<file path="src/rtl/core/header_trailer_frame_sync_assert.svh">
// ----------------------------------------------------------------------------
// Assertion macros for the header/trailer frame synchroniser
// Shared property templates used by the RTL checks of this block.
// ----------------------------------------------------------------------------
`ifndef HEADER_TRAILER_FRAME_SYNC_ASSERT_SVH
`define HEADER_TRAILER_FRAME_SYNC_ASSERT_SVH

// Same-cycle implication, disabled while in reset
`define HTFS_ASSERT_IMPL(name, clk_sig, rst_sig, ante, cons) \
  name: assert property (@(posedge clk_sig) disable iff (rst_sig) (ante) |-> (cons)) \
    else $error("htfs: same-cycle check failed");

// Next-cycle implication, disabled while in reset
`define HTFS_ASSERT_NEXT(name, clk_sig, rst_sig, ante, cons) \
  name: assert property (@(posedge clk_sig) disable iff (rst_sig) (ante) |=> (cons)) \
    else $error("htfs: next-cycle check failed");

`endif

</file>
<file path="src/rtl/core/htfs_pkg.sv">
// ----------------------------------------------------------------------------
// htfs_pkg
// Types and constants shared by the frame synchroniser modules.
// ----------------------------------------------------------------------------
`default_nettype none

package htfs_pkg;

  // Field widths
  localparam int BYTE_W   = 8;
  localparam int INDEX_W  = 6;
  localparam int TRAIL_W  = 16;
  localparam int TDATA_W  = 16;

  // Window size default
  localparam int FRAME_BYTES_DEFAULT = 32;

  // Input queue between front and back
  localparam int QUEUE_DEPTH = 4;
  localparam int QPTR_W      = 2;
  localparam int QCNT_W      = 3;

  // Configuration port
  localparam int CFG_ADDR_W = 1;
  localparam int CFG_DATA_W = 16;
  localparam logic [CFG_ADDR_W-1:0] REG_HEADER  = 1'b0;
  localparam logic [CFG_ADDR_W-1:0] REG_TRAILER = 1'b1;

  localparam logic [BYTE_W-1:0]  HEADER_RESET  = 8'h5A;
  localparam logic [TRAIL_W-1:0] TRAILER_RESET = 16'hFFFB;

  // Live configuration values
  typedef struct packed {
    logic [BYTE_W-1:0]  header_value;
    logic [TRAIL_W-1:0] trailer_value;
  } cfg_t;

  // Head of the input queue
  typedef struct packed {
    logic              valid;
    logic [BYTE_W-1:0] data;
  } qhead_t;

endpackage

`default_nettype wire

</file>
<file path="src/rtl/core/htfs_front.sv">
// ----------------------------------------------------------------------------
// htfs_front
// Input side: takes received bytes and holds them in a short queue.
// ----------------------------------------------------------------------------
`default_nettype none

module htfs_front (
  input  wire                              clk,
  input  wire                              rst,
  input  wire  [htfs_pkg::BYTE_W-1:0]      s_tdata,   // [7:0] rx_byte
  input  wire                              s_tvalid,
  output logic                             s_tready,
  input  wire                              q_pop,
  output htfs_pkg::qhead_t                 qhead
);

  localparam int QW = htfs_pkg::QPTR_W;
  localparam int CW = htfs_pkg::QCNT_W;
  localparam logic [CW-1:0] Q_FULL = CW'(htfs_pkg::QUEUE_DEPTH);

  logic [htfs_pkg::BYTE_W-1:0] slots [htfs_pkg::QUEUE_DEPTH];
  logic [QW-1:0] wr_ptr;
  logic [QW-1:0] rd_ptr;
  logic [CW-1:0] count;
  logic          push;

  // Request handshake
  assign s_tready = (count != Q_FULL);
  assign push     = s_tvalid && s_tready;

  // Queue head towards the back end
  assign qhead.valid = (count != '0);
  assign qhead.data  = slots[rd_ptr];

  // Storage
  always_ff @(posedge clk) begin
    if (push) begin
      slots[wr_ptr] <= s_tdata;
    end
  end

  // Pointers and occupancy
  always_ff @(posedge clk) begin
    if (rst) begin
      wr_ptr <= '0;
      rd_ptr <= '0;
      count  <= '0;
    end else begin
      if (push) begin
        wr_ptr <= wr_ptr + 1'b1;
      end
      if (q_pop) begin
        rd_ptr <= rd_ptr + 1'b1;
      end
      if (push && !q_pop) begin
        count <= count + 1'b1;
      end else if (!push && q_pop) begin
        count <= count - 1'b1;
      end
    end
  end

endmodule

`default_nettype wire

</file>
<file path="src/rtl/core/htfs_back.sv">
// ----------------------------------------------------------------------------
// htfs_back
// Window engine: stores bytes, checks header and trailer, reads frames out.
// ----------------------------------------------------------------------------
`default_nettype none

`include "header_trailer_frame_sync_assert.svh"

module htfs_back #(
  parameter int FRAME_BYTES = htfs_pkg::FRAME_BYTES_DEFAULT
) (
  input  wire                              clk,
  input  wire                              rst,
  input  htfs_pkg::cfg_t                   cfg,
  input  htfs_pkg::qhead_t                 qhead,
  output logic                             q_pop,
  output logic [htfs_pkg::TDATA_W-1:0]     m_tdata,   // [7:0] frame_byte, [13:8] byte_index
  output logic                             m_tvalid,
  input  wire                              m_tready,
  output logic                             m_tlast    // last_of_frame
);

  localparam int PTR_W = $clog2(FRAME_BYTES);
  localparam int CNT_W = $clog2(FRAME_BYTES + 1);
  localparam int SUM_W = CNT_W + 1;
  localparam int BW    = htfs_pkg::BYTE_W;
  localparam int IW    = htfs_pkg::INDEX_W;
  localparam int PAD_W = htfs_pkg::TDATA_W - BW - IW;
  localparam logic [CNT_W-1:0] FULL     = CNT_W'(FRAME_BYTES);
  localparam logic [PTR_W-1:0] LAST_POS = PTR_W'(FRAME_BYTES - 1);
  localparam logic [SUM_W-1:0] WRAP     = SUM_W'(FRAME_BYTES);

  // Engine states
  localparam logic [1:0] ST_IDLE  = 2'd0;
  localparam logic [1:0] ST_CHECK = 2'd1;
  localparam logic [1:0] ST_READ  = 2'd2;
  localparam logic [1:0] ST_LOAD  = 2'd3;

  logic [1:0]           state;
  logic [PTR_W-1:0]     oldest;
  logic [CNT_W-1:0]     fill;
  logic [PTR_W-1:0]     idx;
  logic [BW-1:0]        prev_byte;
  logic [2*BW-1:0]      tail;
  logic [BW-1:0]        rd_data;
  logic [BW-1:0]        window_store [FRAME_BYTES];
  logic [BW-1:0]        out_byte;
  logic [IW-1:0]        out_index;
  logic                 out_last;

  logic [SUM_W-1:0]     wr_sum;
  logic [SUM_W-1:0]     rd_sum;
  logic [PTR_W-1:0]     wr_addr;
  logic [PTR_W-1:0]     rd_wrap;
  logic [PTR_W-1:0]     rd_addr;
  logic [PTR_W-1:0]     oldest_inc;
  logic [CNT_W-1:0]     fill_inc;
  logic                 frame_full;
  logic                 rd_en;
  logic                 out_free;
  logic                 load;
  logic                 idx_last;
  logic                 match;

  // Circular addressing into the window
  assign wr_sum     = SUM_W'(oldest) + SUM_W'(fill);
  assign wr_addr    = (wr_sum >= WRAP) ? PTR_W'(wr_sum - WRAP) : PTR_W'(wr_sum);
  assign rd_sum     = SUM_W'(oldest) + SUM_W'(idx);
  assign rd_wrap    = (rd_sum >= WRAP) ? PTR_W'(rd_sum - WRAP) : PTR_W'(rd_sum);
  assign oldest_inc = (oldest == LAST_POS) ? '0 : oldest + 1'b1;

  // Byte intake and frame check
  assign q_pop      = (state == ST_IDLE) && qhead.valid;
  assign fill_inc   = fill + 1'b1;
  assign frame_full = (fill_inc == FULL);
  assign match      = (rd_data == cfg.header_value) && (tail == cfg.trailer_value);

  // Read port: header byte on window fill, frame bytes during readout
  assign rd_en   = (q_pop && frame_full) || (state == ST_READ);
  assign rd_addr = (state == ST_READ) ? rd_wrap : oldest;

  // Output register handshake
  assign out_free = !m_tvalid || m_tready;
  assign load     = (state == ST_LOAD) && out_free;
  assign idx_last = (idx == LAST_POS);

  assign m_tdata = {{PAD_W{1'b0}}, out_index, out_byte};
  assign m_tlast = out_last;

  // Window memory
  always_ff @(posedge clk) begin
    if (q_pop) begin
      window_store[wr_addr] <= qhead.data;
    end
    if (rd_en) begin
      rd_data <= window_store[rd_addr];
    end
  end

  // Trailer capture and output payload
  always_ff @(posedge clk) begin
    if (q_pop) begin
      prev_byte <= qhead.data;
      if (frame_full) begin
        tail <= {qhead.data, prev_byte};
      end
    end
    if (load) begin
      out_byte  <= rd_data;
      out_index <= IW'(idx);
      out_last  <= idx_last;
    end
  end

  // Sequencer
  always_ff @(posedge clk) begin
    if (rst) begin
      state    <= ST_IDLE;
      oldest   <= '0;
      fill     <= '0;
      idx      <= '0;
      m_tvalid <= 1'b0;
    end else begin
      unique case (state)
        ST_IDLE: begin
          if (q_pop) begin
            fill <= fill_inc;
            if (frame_full) begin
              state <= ST_CHECK;
            end
          end
        end
        ST_CHECK: begin
          if (match) begin
            idx   <= '0;
            state <= ST_READ;
          end else begin
            // drop the oldest byte and slide the search on
            oldest <= oldest_inc;
            fill   <= fill - 1'b1;
            state  <= ST_IDLE;
          end
        end
        ST_READ: begin
          state <= ST_LOAD;
        end
        ST_LOAD: begin
          if (out_free) begin
            if (idx_last) begin
              fill   <= '0;
              oldest <= '0;
              state  <= ST_IDLE;
            end else begin
              idx   <= idx + 1'b1;
              state <= ST_READ;
            end
          end
        end
        default: begin
          state <= ST_IDLE;
        end
      endcase

      if (load) begin
        m_tvalid <= 1'b1;
      end else if (m_tready) begin
        m_tvalid <= 1'b0;
      end
    end
  end

  // Checks
  `HTFS_ASSERT_IMPL(a_fill_bound, clk, rst, 1'b1, fill <= FULL)
  `HTFS_ASSERT_IMPL(a_check_full, clk, rst, state == ST_CHECK, fill == FULL)
  `HTFS_ASSERT_NEXT(a_slide, clk, rst, state == ST_CHECK && !match, fill == FULL - 1'b1)
  `HTFS_ASSERT_IMPL(a_last_index, clk, rst, m_tvalid && m_tlast, out_index == IW'(FRAME_BYTES - 1))
  `HTFS_ASSERT_NEXT(a_frame_done, clk, rst, load && idx_last, fill == '0 && oldest == '0)

endmodule

`default_nettype wire

</file>
<file path="src/rtl/core/header_trailer_frame_sync.sv">
// Frame synchroniser for a received serial byte stream. Bytes enter through a
// four-deep queue, one per cycle while it has room, and move into a
// FRAME_BYTES-byte window at up to one per cycle until it is full. Then for
// each new byte the oldest byte is read from the window memory and compared
// with the header register, and the last two bytes, low byte first, with the
// trailer register, before the next byte is taken. On a mismatch the oldest
// byte is dropped; on a match the frame is read out byte by byte (window memory
// read, then the output register, held by any stall at the output), with the
// last byte marked by tlast. The input queue keeps taking bytes during a
// readout until it fills. Configuration is written with cfg_we, cfg_addr 0 for
// the header value and 1 for the trailer value.
// ----------------------------------------------------------------------------
// header_trailer_frame_sync
// Top level: configuration registers, input queue and window engine.
// ----------------------------------------------------------------------------
`default_nettype none

module header_trailer_frame_sync #(
  parameter int FRAME_BYTES = htfs_pkg::FRAME_BYTES_DEFAULT
) (
  input  wire                                 clk,
  input  wire                                 rst,
  input  wire                                 cfg_we,
  input  wire  [htfs_pkg::CFG_ADDR_W-1:0]     cfg_addr,
  input  wire  [htfs_pkg::CFG_DATA_W-1:0]     cfg_data,
  input  wire  [htfs_pkg::BYTE_W-1:0]         s_tdata,   // [7:0] rx_byte
  input  wire                                 s_tvalid,
  output logic                                s_tready,
  output logic [htfs_pkg::TDATA_W-1:0]        m_tdata,   // [7:0] frame_byte, [13:8] byte_index
  output logic                                m_tvalid,
  input  wire                                 m_tready,
  output logic                                m_tlast    // last_of_frame
);

  htfs_pkg::cfg_t   cfg;
  htfs_pkg::qhead_t qhead;
  logic             q_pop;

  // Configuration registers
  always_ff @(posedge clk) begin
    if (rst) begin
      cfg.header_value  <= htfs_pkg::HEADER_RESET;
      cfg.trailer_value <= htfs_pkg::TRAILER_RESET;
    end else if (cfg_we) begin
      unique case (cfg_addr)
        htfs_pkg::REG_HEADER: begin
          cfg.header_value <= cfg_data[htfs_pkg::BYTE_W-1:0];
        end
        htfs_pkg::REG_TRAILER: begin
          cfg.trailer_value <= cfg_data[htfs_pkg::TRAIL_W-1:0];
        end
        default: begin
        end
      endcase
    end
  end

  // Input queue
  htfs_front u_front (
    .clk      (clk),
    .rst      (rst),
    .s_tdata  (s_tdata),
    .s_tvalid (s_tvalid),
    .s_tready (s_tready),
    .q_pop    (q_pop),
    .qhead    (qhead)
  );

  // Window engine
  htfs_back #(
    .FRAME_BYTES (FRAME_BYTES)
  ) u_back (
    .clk      (clk),
    .rst      (rst),
    .cfg      (cfg),
    .qhead    (qhead),
    .q_pop    (q_pop),
    .m_tdata  (m_tdata),
    .m_tvalid (m_tvalid),
    .m_tready (m_tready),
    .m_tlast  (m_tlast)
  );

endmodule

`default_nettype wire
</file>
<file path="config.mk">
export PLATFORM = sky130hd
export DESIGN_NAME = header_trailer_frame_sync
export DESIGN_NICKNAME = d
export VERILOG_FILES = /design/src/rtl/core/htfs_pkg.sv /design/src/rtl/core/htfs_front.sv /design/src/rtl/core/htfs_back.sv /design/src/rtl/core/header_trailer_frame_sync.sv
export VERILOG_INCLUDE_DIRS = /design/src /design/src/rtl/core
export SDC_FILE = /design/constraint.sdc
export NUM_CORES = 1
export LEC_CHECK = 0
export BUFFER_PORTS_ARGS = -buffer_cell sky130_fd_sc_hd__buf_2
export CORE_MARGIN = 5
export CORE_UTILIZATION = 40
export CTS_CLUSTER_DIAMETER = 200
export CTS_CLUSTER_SIZE = 20
export DETAILED_ROUTE_END_ITERATION = 8
export PLACE_DENSITY_LB_ADDON = 0.12
export SLEW_MARGIN = 15
export SYNTH_ARGS = -nofsm -noshare
export SYNTH_HDL_FRONTEND = slang
export SYNTH_SLANG_ARGS = --single-unit
export TNS_END_PERCENT = 1
</file>
<file path="constraint.sdc">
create_clock -name clk -period 2.6 [get_ports clk]
set_input_delay 0.52 -clock clk [delete_from_list [all_inputs] [get_ports clk]]
set_output_delay 0.52 -clock clk [all_outputs]
set_load 0.005 [all_outputs]
</file>
# ---- After elaboration in Yosys (flattened, before gate mapping)
# Memory sizes are Yosys's and may differ from the RTL's. A register that Yosys moved wholly into a read port is not among the register bits.
# Index checks and enable logic that the tools add are counted.
dict set report totals {
  reg_bits 88
  memories 2
  in_bits 30
  output_inout_bits 19
  ramBits 288
  wordCells 106
}
dict set report op_classes {
  n_lt_le_gt_ge 2
  n_addsub 12
  eq_ne 16
  bitwise 1
  n_reduce_logical 25
  muxes 33
}
# name depth word_bits read_ports rd_ports_with_merged_regs write_ports line_no
set memory_table {}
lappend memory_table {u_back.window_store 32 8 1 1 1 htfs_back.sv:46} ;# logic [BW-1:0] window_store [FRAME_BYTES];
lappend memory_table {u_front.slots 4 8 1 1 1 htfs_front.sv:21} ;# logic [htfs_pkg::BYTE_W-1:0] slots [htfs_pkg::QUEUE_DEPTH];
# op n
set ops {}
lappend ops {{two-way mux 5 bit} 10}
lappend ops {{two-way mux 6 bit} 4}
lappend ops {{one-hot mux 5 bit (2 select lines)} 2}
lappend ops {{one-hot mux 6 bit (3 select lines)} 1}
lappend ops {{equality test 16 bit} 1}
lappend ops {{two-way mux 2 bit} 7}
lappend ops {{adder 5 x 1 -> 5 bit, second input constant} 2}
lappend ops {{equality test 5 bit, second input constant} 2}
lappend ops {{inequality test 2 x 1 -> 1 bit, second input constant} 5}
lappend ops {{subtractor 5 x 1 -> 5 bit, second input constant} 2}
lappend ops {{equality test 8 bit} 1}
lappend ops {{one-hot mux 2 bit (4 select lines)} 1}
lappend ops {{AND reduction 4 bit} 2}
lappend ops {{adder 5 x 6 -> 7 bit} 1}
lappend ops {{>= comparator 7 x 6 -> 1 bit, second input constant} 1}
lappend ops {{logical AND 1 bit} 7}
lappend ops {{adder 5 x 5 -> 6 bit} 1}
lappend ops {{adder 6 x 1 -> 6 bit, second input constant} 1}
lappend ops {{equality test 6 bit, second input constant} 1}
lappend ops {{>= comparator 6 bit, second input constant} 1}
lappend ops {{two-way mux 1 bit} 6}
lappend ops {{two-way mux 3 bit} 2}
lappend ops {{AND reduction 2 bit} 3}
lappend ops {{nonzero test 2 bit} 3}
lappend ops {{other kinds (15)} 22}

# ---- Logic depth before layout (Yosys ltp)
dict set report logic_depth {
  ltp_word 6
  mapped_depth 11
  ltp_nobuf 9
}

# ---- Hierarchy
# Synthesis repeated with hierarchy kept, for this count alone.
dict set report unflattened {
  hier_cells 1110
  area_unflattened_um2 16298.1
}
# module cells_each instances seq_area_each_um2 area_each_um2
set by_module_without_submodules {}
lappend by_module_without_submodules {htfs_back 931 1 9449.1 13741.9}
lappend by_module_without_submodules {htfs_front 90 1 1141.1 1627.8}
lappend by_module_without_submodules {header_trailer_frame_sync 89 1 480.5 928.4}

# ---- Worst setup path after synthesis
# OpenSTA, ideal clock, no wires.
dict set report synth_path {
  kind {register to register}
  startpoint {register u_back.idx[0]}
  endpoint {register u_back.rd_data[3], read port of u_back.window_store, data pin}
  arrival_ns 2.325
  period_less_slack_ns 2.600
  n_path_buf 1
  path_slack_ns 0.000
  required_ns 2.325
  setup_time_ns 0.275
  stages_incl_launch_ff 11
  path_cell_list {dfxtp_1 -> ha_1 -> inv_1 -> fa_1 -> xnor2_1 -> mux2_2 -> clkbuf_1 -> a2111oi_0 -> nor4_1 -> mux2i_1 -> mux2i_1}
}
dict set report synth_via {
  elab_chain_cells 4
  elab_cells_between_ends 5
  cone_classes {add/sub (2); order compare (1); mux (2)}
}
# item line_no
set synth_rtl {}
lappend synth_rtl {{start, declared} htfs_back.sv:42} ;# logic [PTR_W-1:0] idx;
lappend synth_rtl {{start signal, assigned} htfs_back.sv:154} ;# idx <= idx + 1'b1;
lappend synth_rtl {{adder 5 x 5 -> 6 bit (*)} htfs_back.sv:68} ;# assign rd_sum = SUM_W'(oldest) + SUM_W'(idx);
lappend synth_rtl {{subtractor 5 x 1 -> 5 bit / >= comparator 6 bit (equally long branches)} htfs_back.sv:69} ;# assign rd_wrap = (rd_sum >= WRAP) ? PTR_W'(rd_sum - WRAP) : PTR_W'(rd_sum);
lappend synth_rtl {{two-way mux 5 bit (*)} htfs_back.sv:69}
lappend synth_rtl {{two-way mux 5 bit (*)} htfs_back.sv:80} ;# assign rd_addr = (state == ST_READ) ? rd_wrap : oldest;
lappend synth_rtl {{end, declared} htfs_back.sv:45} ;# logic [BW-1:0] rd_data;
# Mark *: on every way between the ends. The rest lies on a longest branch, timed or not.
# A chain may end at the register's enable or synchronous reset.

# ---- Worst setup path after layout
dict set report layout_path {
  startpoint {register u_back.oldest[0]}
  endpoint {register u_back.rd_data[1], read port of u_back.window_store, data pin}
}
dict set report layout_via {
  elab_chain_cells 4
  elab_cells_between_ends 5
  cone_classes {add/sub (2); order compare (1); mux (2)}
}
# item line_no
set layout_rtl {}
lappend layout_rtl {{start, declared} htfs_back.sv:40} ;# logic [PTR_W-1:0] oldest;
lappend layout_rtl {{start signal, assigned} htfs_back.sv:139} ;# oldest <= oldest_inc;
lappend layout_rtl {{adder 5 x 5 -> 6 bit} htfs_back.sv:68}
lappend layout_rtl {{subtractor 5 x 1 -> 5 bit / >= comparator 6 bit (equally long branches)} htfs_back.sv:69}
lappend layout_rtl {{two-way mux 5 bit} htfs_back.sv:69}
lappend layout_rtl {{two-way mux 5 bit (*)} htfs_back.sv:80}
# Marked as above.

==> reports/metrics.csv <==
metric;value;unit
drt_pass1_iterations;6;
cellInternalPower;10.7;mW
vdd_ir_drop_max;0.000510;V
grt_pass1_wl;72500;um
synth_area_leaders;sky130_fd_sc_hd__edfxtp_1 59%, sky130_fd_sc_hd__a2111oi_0 6.6%, sky130_fd_sc_hd__dfxtp_1 6.1%, sky130_fd_sc_hd__a211oi_1 5.7%, sky130_fd_sc_hd__inv_1 3.1%;
place.gp.congestion;0.844;
cts_tree;yes;
die_y;216;um
worst-path-buf-inv;2;
finished_core_util;50.0;%
mappedNetlistArea;16900;um2
final_critical_path_setup_slack;-0.273;ns
tightest_slew;0.748;ns
finalSetupViolations;16;
crit_path_cell_trace;ha_4 -> inv_2 -> fa_2 -> xnor2_2 -> mux2_4 -> buf_12 -> a2111oi_1 -> nor4_2 -> mux2i_1 -> mux2i_1;
timing.final.crit_share;110;%
grt_start_max_net_pins;68;
n_fill_cell;3664;
coreArea;41900;um2
proportion_of_register_bits_with_asynchronous_set_or_reset_after_synthesis;0;%
grt_antenna_before_repair;0;
yosys_warnings;0;
design_power_total;15.3;mW
synth_largest_area_cell;sky130_fd_sc_hd__edfxtp_1;
dp_worst_setup_slack;-0.660;ns
switching_share;29.9;%
ys_seq_elements;386;
total_leakage_power;7.30;nW
violations;setup timing;
yosys.cell_types.count;53;
avgRoutedWirePerCell;23.9;um
floorplan.io_pins;49;
pd_cells;729;nW/um2
detail_route.iter0.violations;925;
max_cap_viol_count;0;
final.min_clock_period;2.87;ns
worstRegToRegCells;10;
critical_path_arrival;3.17;ns
io_buffers;45;
die-width;216;um
worst_path_most_repeated_cell;sky130_fd_sc_hd__mux2i_1;
highest_clock_rate;0.348;GHz
clock_skew;0.0233;ns
crit_path_max_fanout;32;
synth.top_cell.area_share;59.2;%
place.detailed.instances;1954;
area_growth;23.7;%
placed_area;19100;um2
timing_worst_setup_path_type;reg -> reg;
cts_max_path_buffers;3;
syn-instance-count;1284;
ant_nets;0;
num_rows;75;
tritoncts.num_buffers;23;
post_layout_nonfiller_instances;2006;
ctsRootBufferMaster;sky130_fd_sc_hd__clkbuf_16;
timing.final.hold_violations;0;
cp_slowest_cell;sky130_fd_sc_hd__a2111oi_1;
design.die.area;46600;um2
top_delay_family_on_crit_path;multiplexers;
postRouteWirelength;48000;um
initial_utilization;40.4;%
dp_hpwl;29600;um
numClockSinks;386;
crit_path_start_kind;flop;
postSynthAreaPerCell;13.2;um2
worstSetupStartpoint;u_back.oldest[0]$_SDFFE_PP0P_;
timing.max_slew.rel_slack;50.1;%
crit_path_end_kind;flop;
yosys-top-cells-count;334 x sky130_fd_sc_hd__edfxtp_1, 141 x sky130_fd_sc_hd__inv_1, 129 x sky130_fd_sc_hd__a211oi_1;
ys.flop_type;sky130_fd_sc_hd__edfxtp_1;
worst_setup_slack_for_register_to_register_paths;-0.27;ns
route.detailed.drc;0;
power.share.sequential;53.5;%
hold_path_class;in -> reg;
share_of_cells_above_drive_strength_1;27.7;%
setup_total_negative_slack;-1.71;ns
grt_util_all_layers;20.0;%
synth.most_common_cell;sky130_fd_sc_hd__edfxtp_1;
crit_path_end;u_back.rd_data[1]$_DFFE_PP_;
outcome;complete, but fails checks;
grt_setup_unrepaired;yes;
power.switching;4.57;mW
critical_path_depth;10;
clock_power_share;24.4;%
vias;11400;
synth_edf_count;334;
comb_power_share;22.2;%
first_global_vias;11400;
cp_peak_stage_delay;0.44;ns
post_layout_net_count;1502;
grt.overflow.total;0;
design_area;21000;um2
worstPathRequired;2.90;ns
final_max_slew_viol_count;0;
clkLatencyLatePin;0.55;ns
fin_worst_hold_slack;0.180;ns
r2r-start;u_back.oldest[0]$_SDFFE_PP0P_;
synth-seq-area-share;65.3;%
worst_setup_hold_path_clk_slew;0.09;ns
cts-htree-levels;1;
drt-vias-per-instance;5.68;
worst_r2r_endpoint;u_back.rd_data[1]$_DFFE_PP_;
layer usage:
metal / track usage, % / vias to the layer above / share of wire [%]
met1: 29.4 / 5757 / 45
met5: 0 / - / 0
met3: 2.68 / 51 / 5.0
li1: - / 5320 / -
met2: 32.3 / 273 / 48
met4: 3.37 / 0 / 1.6
power groups by stage:
stage	clock network [mW]	registers, mW	logic, mW
floorplan	0	8.20	1.62
global placement	0	8.29	3.13
global route	4.10	8.23	3.65
finish	3.72	8.17	3.38
detailed placement	0	8.31	3.18
CTS	3.84	8.17	3.33
worst min path at each step:
stage,start,to,slack [ns],depth (start not counted)
2_1_floorplan,u_back.prev_byte[0]$_DFFE_PP_,u_back.tail[0]$_DFFE_PP_,0.40,0
3_3_place_gp,u_back.prev_byte[0]$_DFFE_PP_,u_back.tail[0]$_DFFE_PP_,0.40,0
3_5_place_dp,u_back.prev_byte[2]$_DFFE_PP_,u_back.tail[2]$_DFFE_PP_,0.40,0
4_1_cts,s_tdata[5],u_front.slots[3][5]$_DFFE_PP_,0.16,1
5_1_grt,cfg_data[3],cfg[19]$_SDFFE_PP1P_,0.17,2
6_report,s_tdata[5],u_front.slots[0][5]$_DFFE_PP_,0.18,1
state kept, by name (all words and copies together), names as in the netlist, named ones only:
register	flops
u_front.wr_ptr	2
u_back.prev_byte	8
u_back.out_index	5
u_back.idx	5
u_back.oldest	5
u_back.fill	6
u_back.m_tvalid	1
u_back.state	2
u_back.out_byte	8
cfg	24
u_front.count	3
u_back.rd_data	8
u_back.window_store	256
u_back.m_tlast	1
u_front.rd_ptr	2
u_front.slots	32
u_back.tail	16
placed cells by master, fill, tap and decap left out, drive strengths merged, types with 34 or more instances in the layout:
cell type and n:
a211oi 129, a2111oi 128, edfxtp 334, dfxtp 52
clkbuf 40, inv 142, buf 244, nor4 35
mux2i 34, nor2 67
cells by family after synthesis:
kind of cell    after synthesis  share of synthesized area, %
buf+inv                     249                          5.83
xor+xnor                     42                          2.17
flops                       386                          65.3
simple gates                208                          6.26
compound gates              331                          15.3
other cells                   1                        0.0221
fa+ha+maj                    22                          1.76
mux                          45                          3.29
repair_timing:
item,in CTS,in global routing
pin swaps,10,10
gates resized for setup,167,95
cloned,4,0
endpoints found under the setup margin,264,224
setup buffers,6,0
hold buffers,0,0
area by class of cell:
cell class | instances | area, um2 | share of cell area [%]
inverters | 141 | 529 | 2.53
repair buffers | 247 | 2130 | 10.2
flip-flops and latches | 386 | 11100 | 52.8
clock inverters | 1 | 16.3 | 0.0776
well taps | 539 | 674 | 3.22
diodes | 1 | 2.50 | 0.0119
multi-input cells | 651 | 5890 | 28.1
clock buffers | 40 | 639 | 3.05
(Power assumes the default switching activity.)
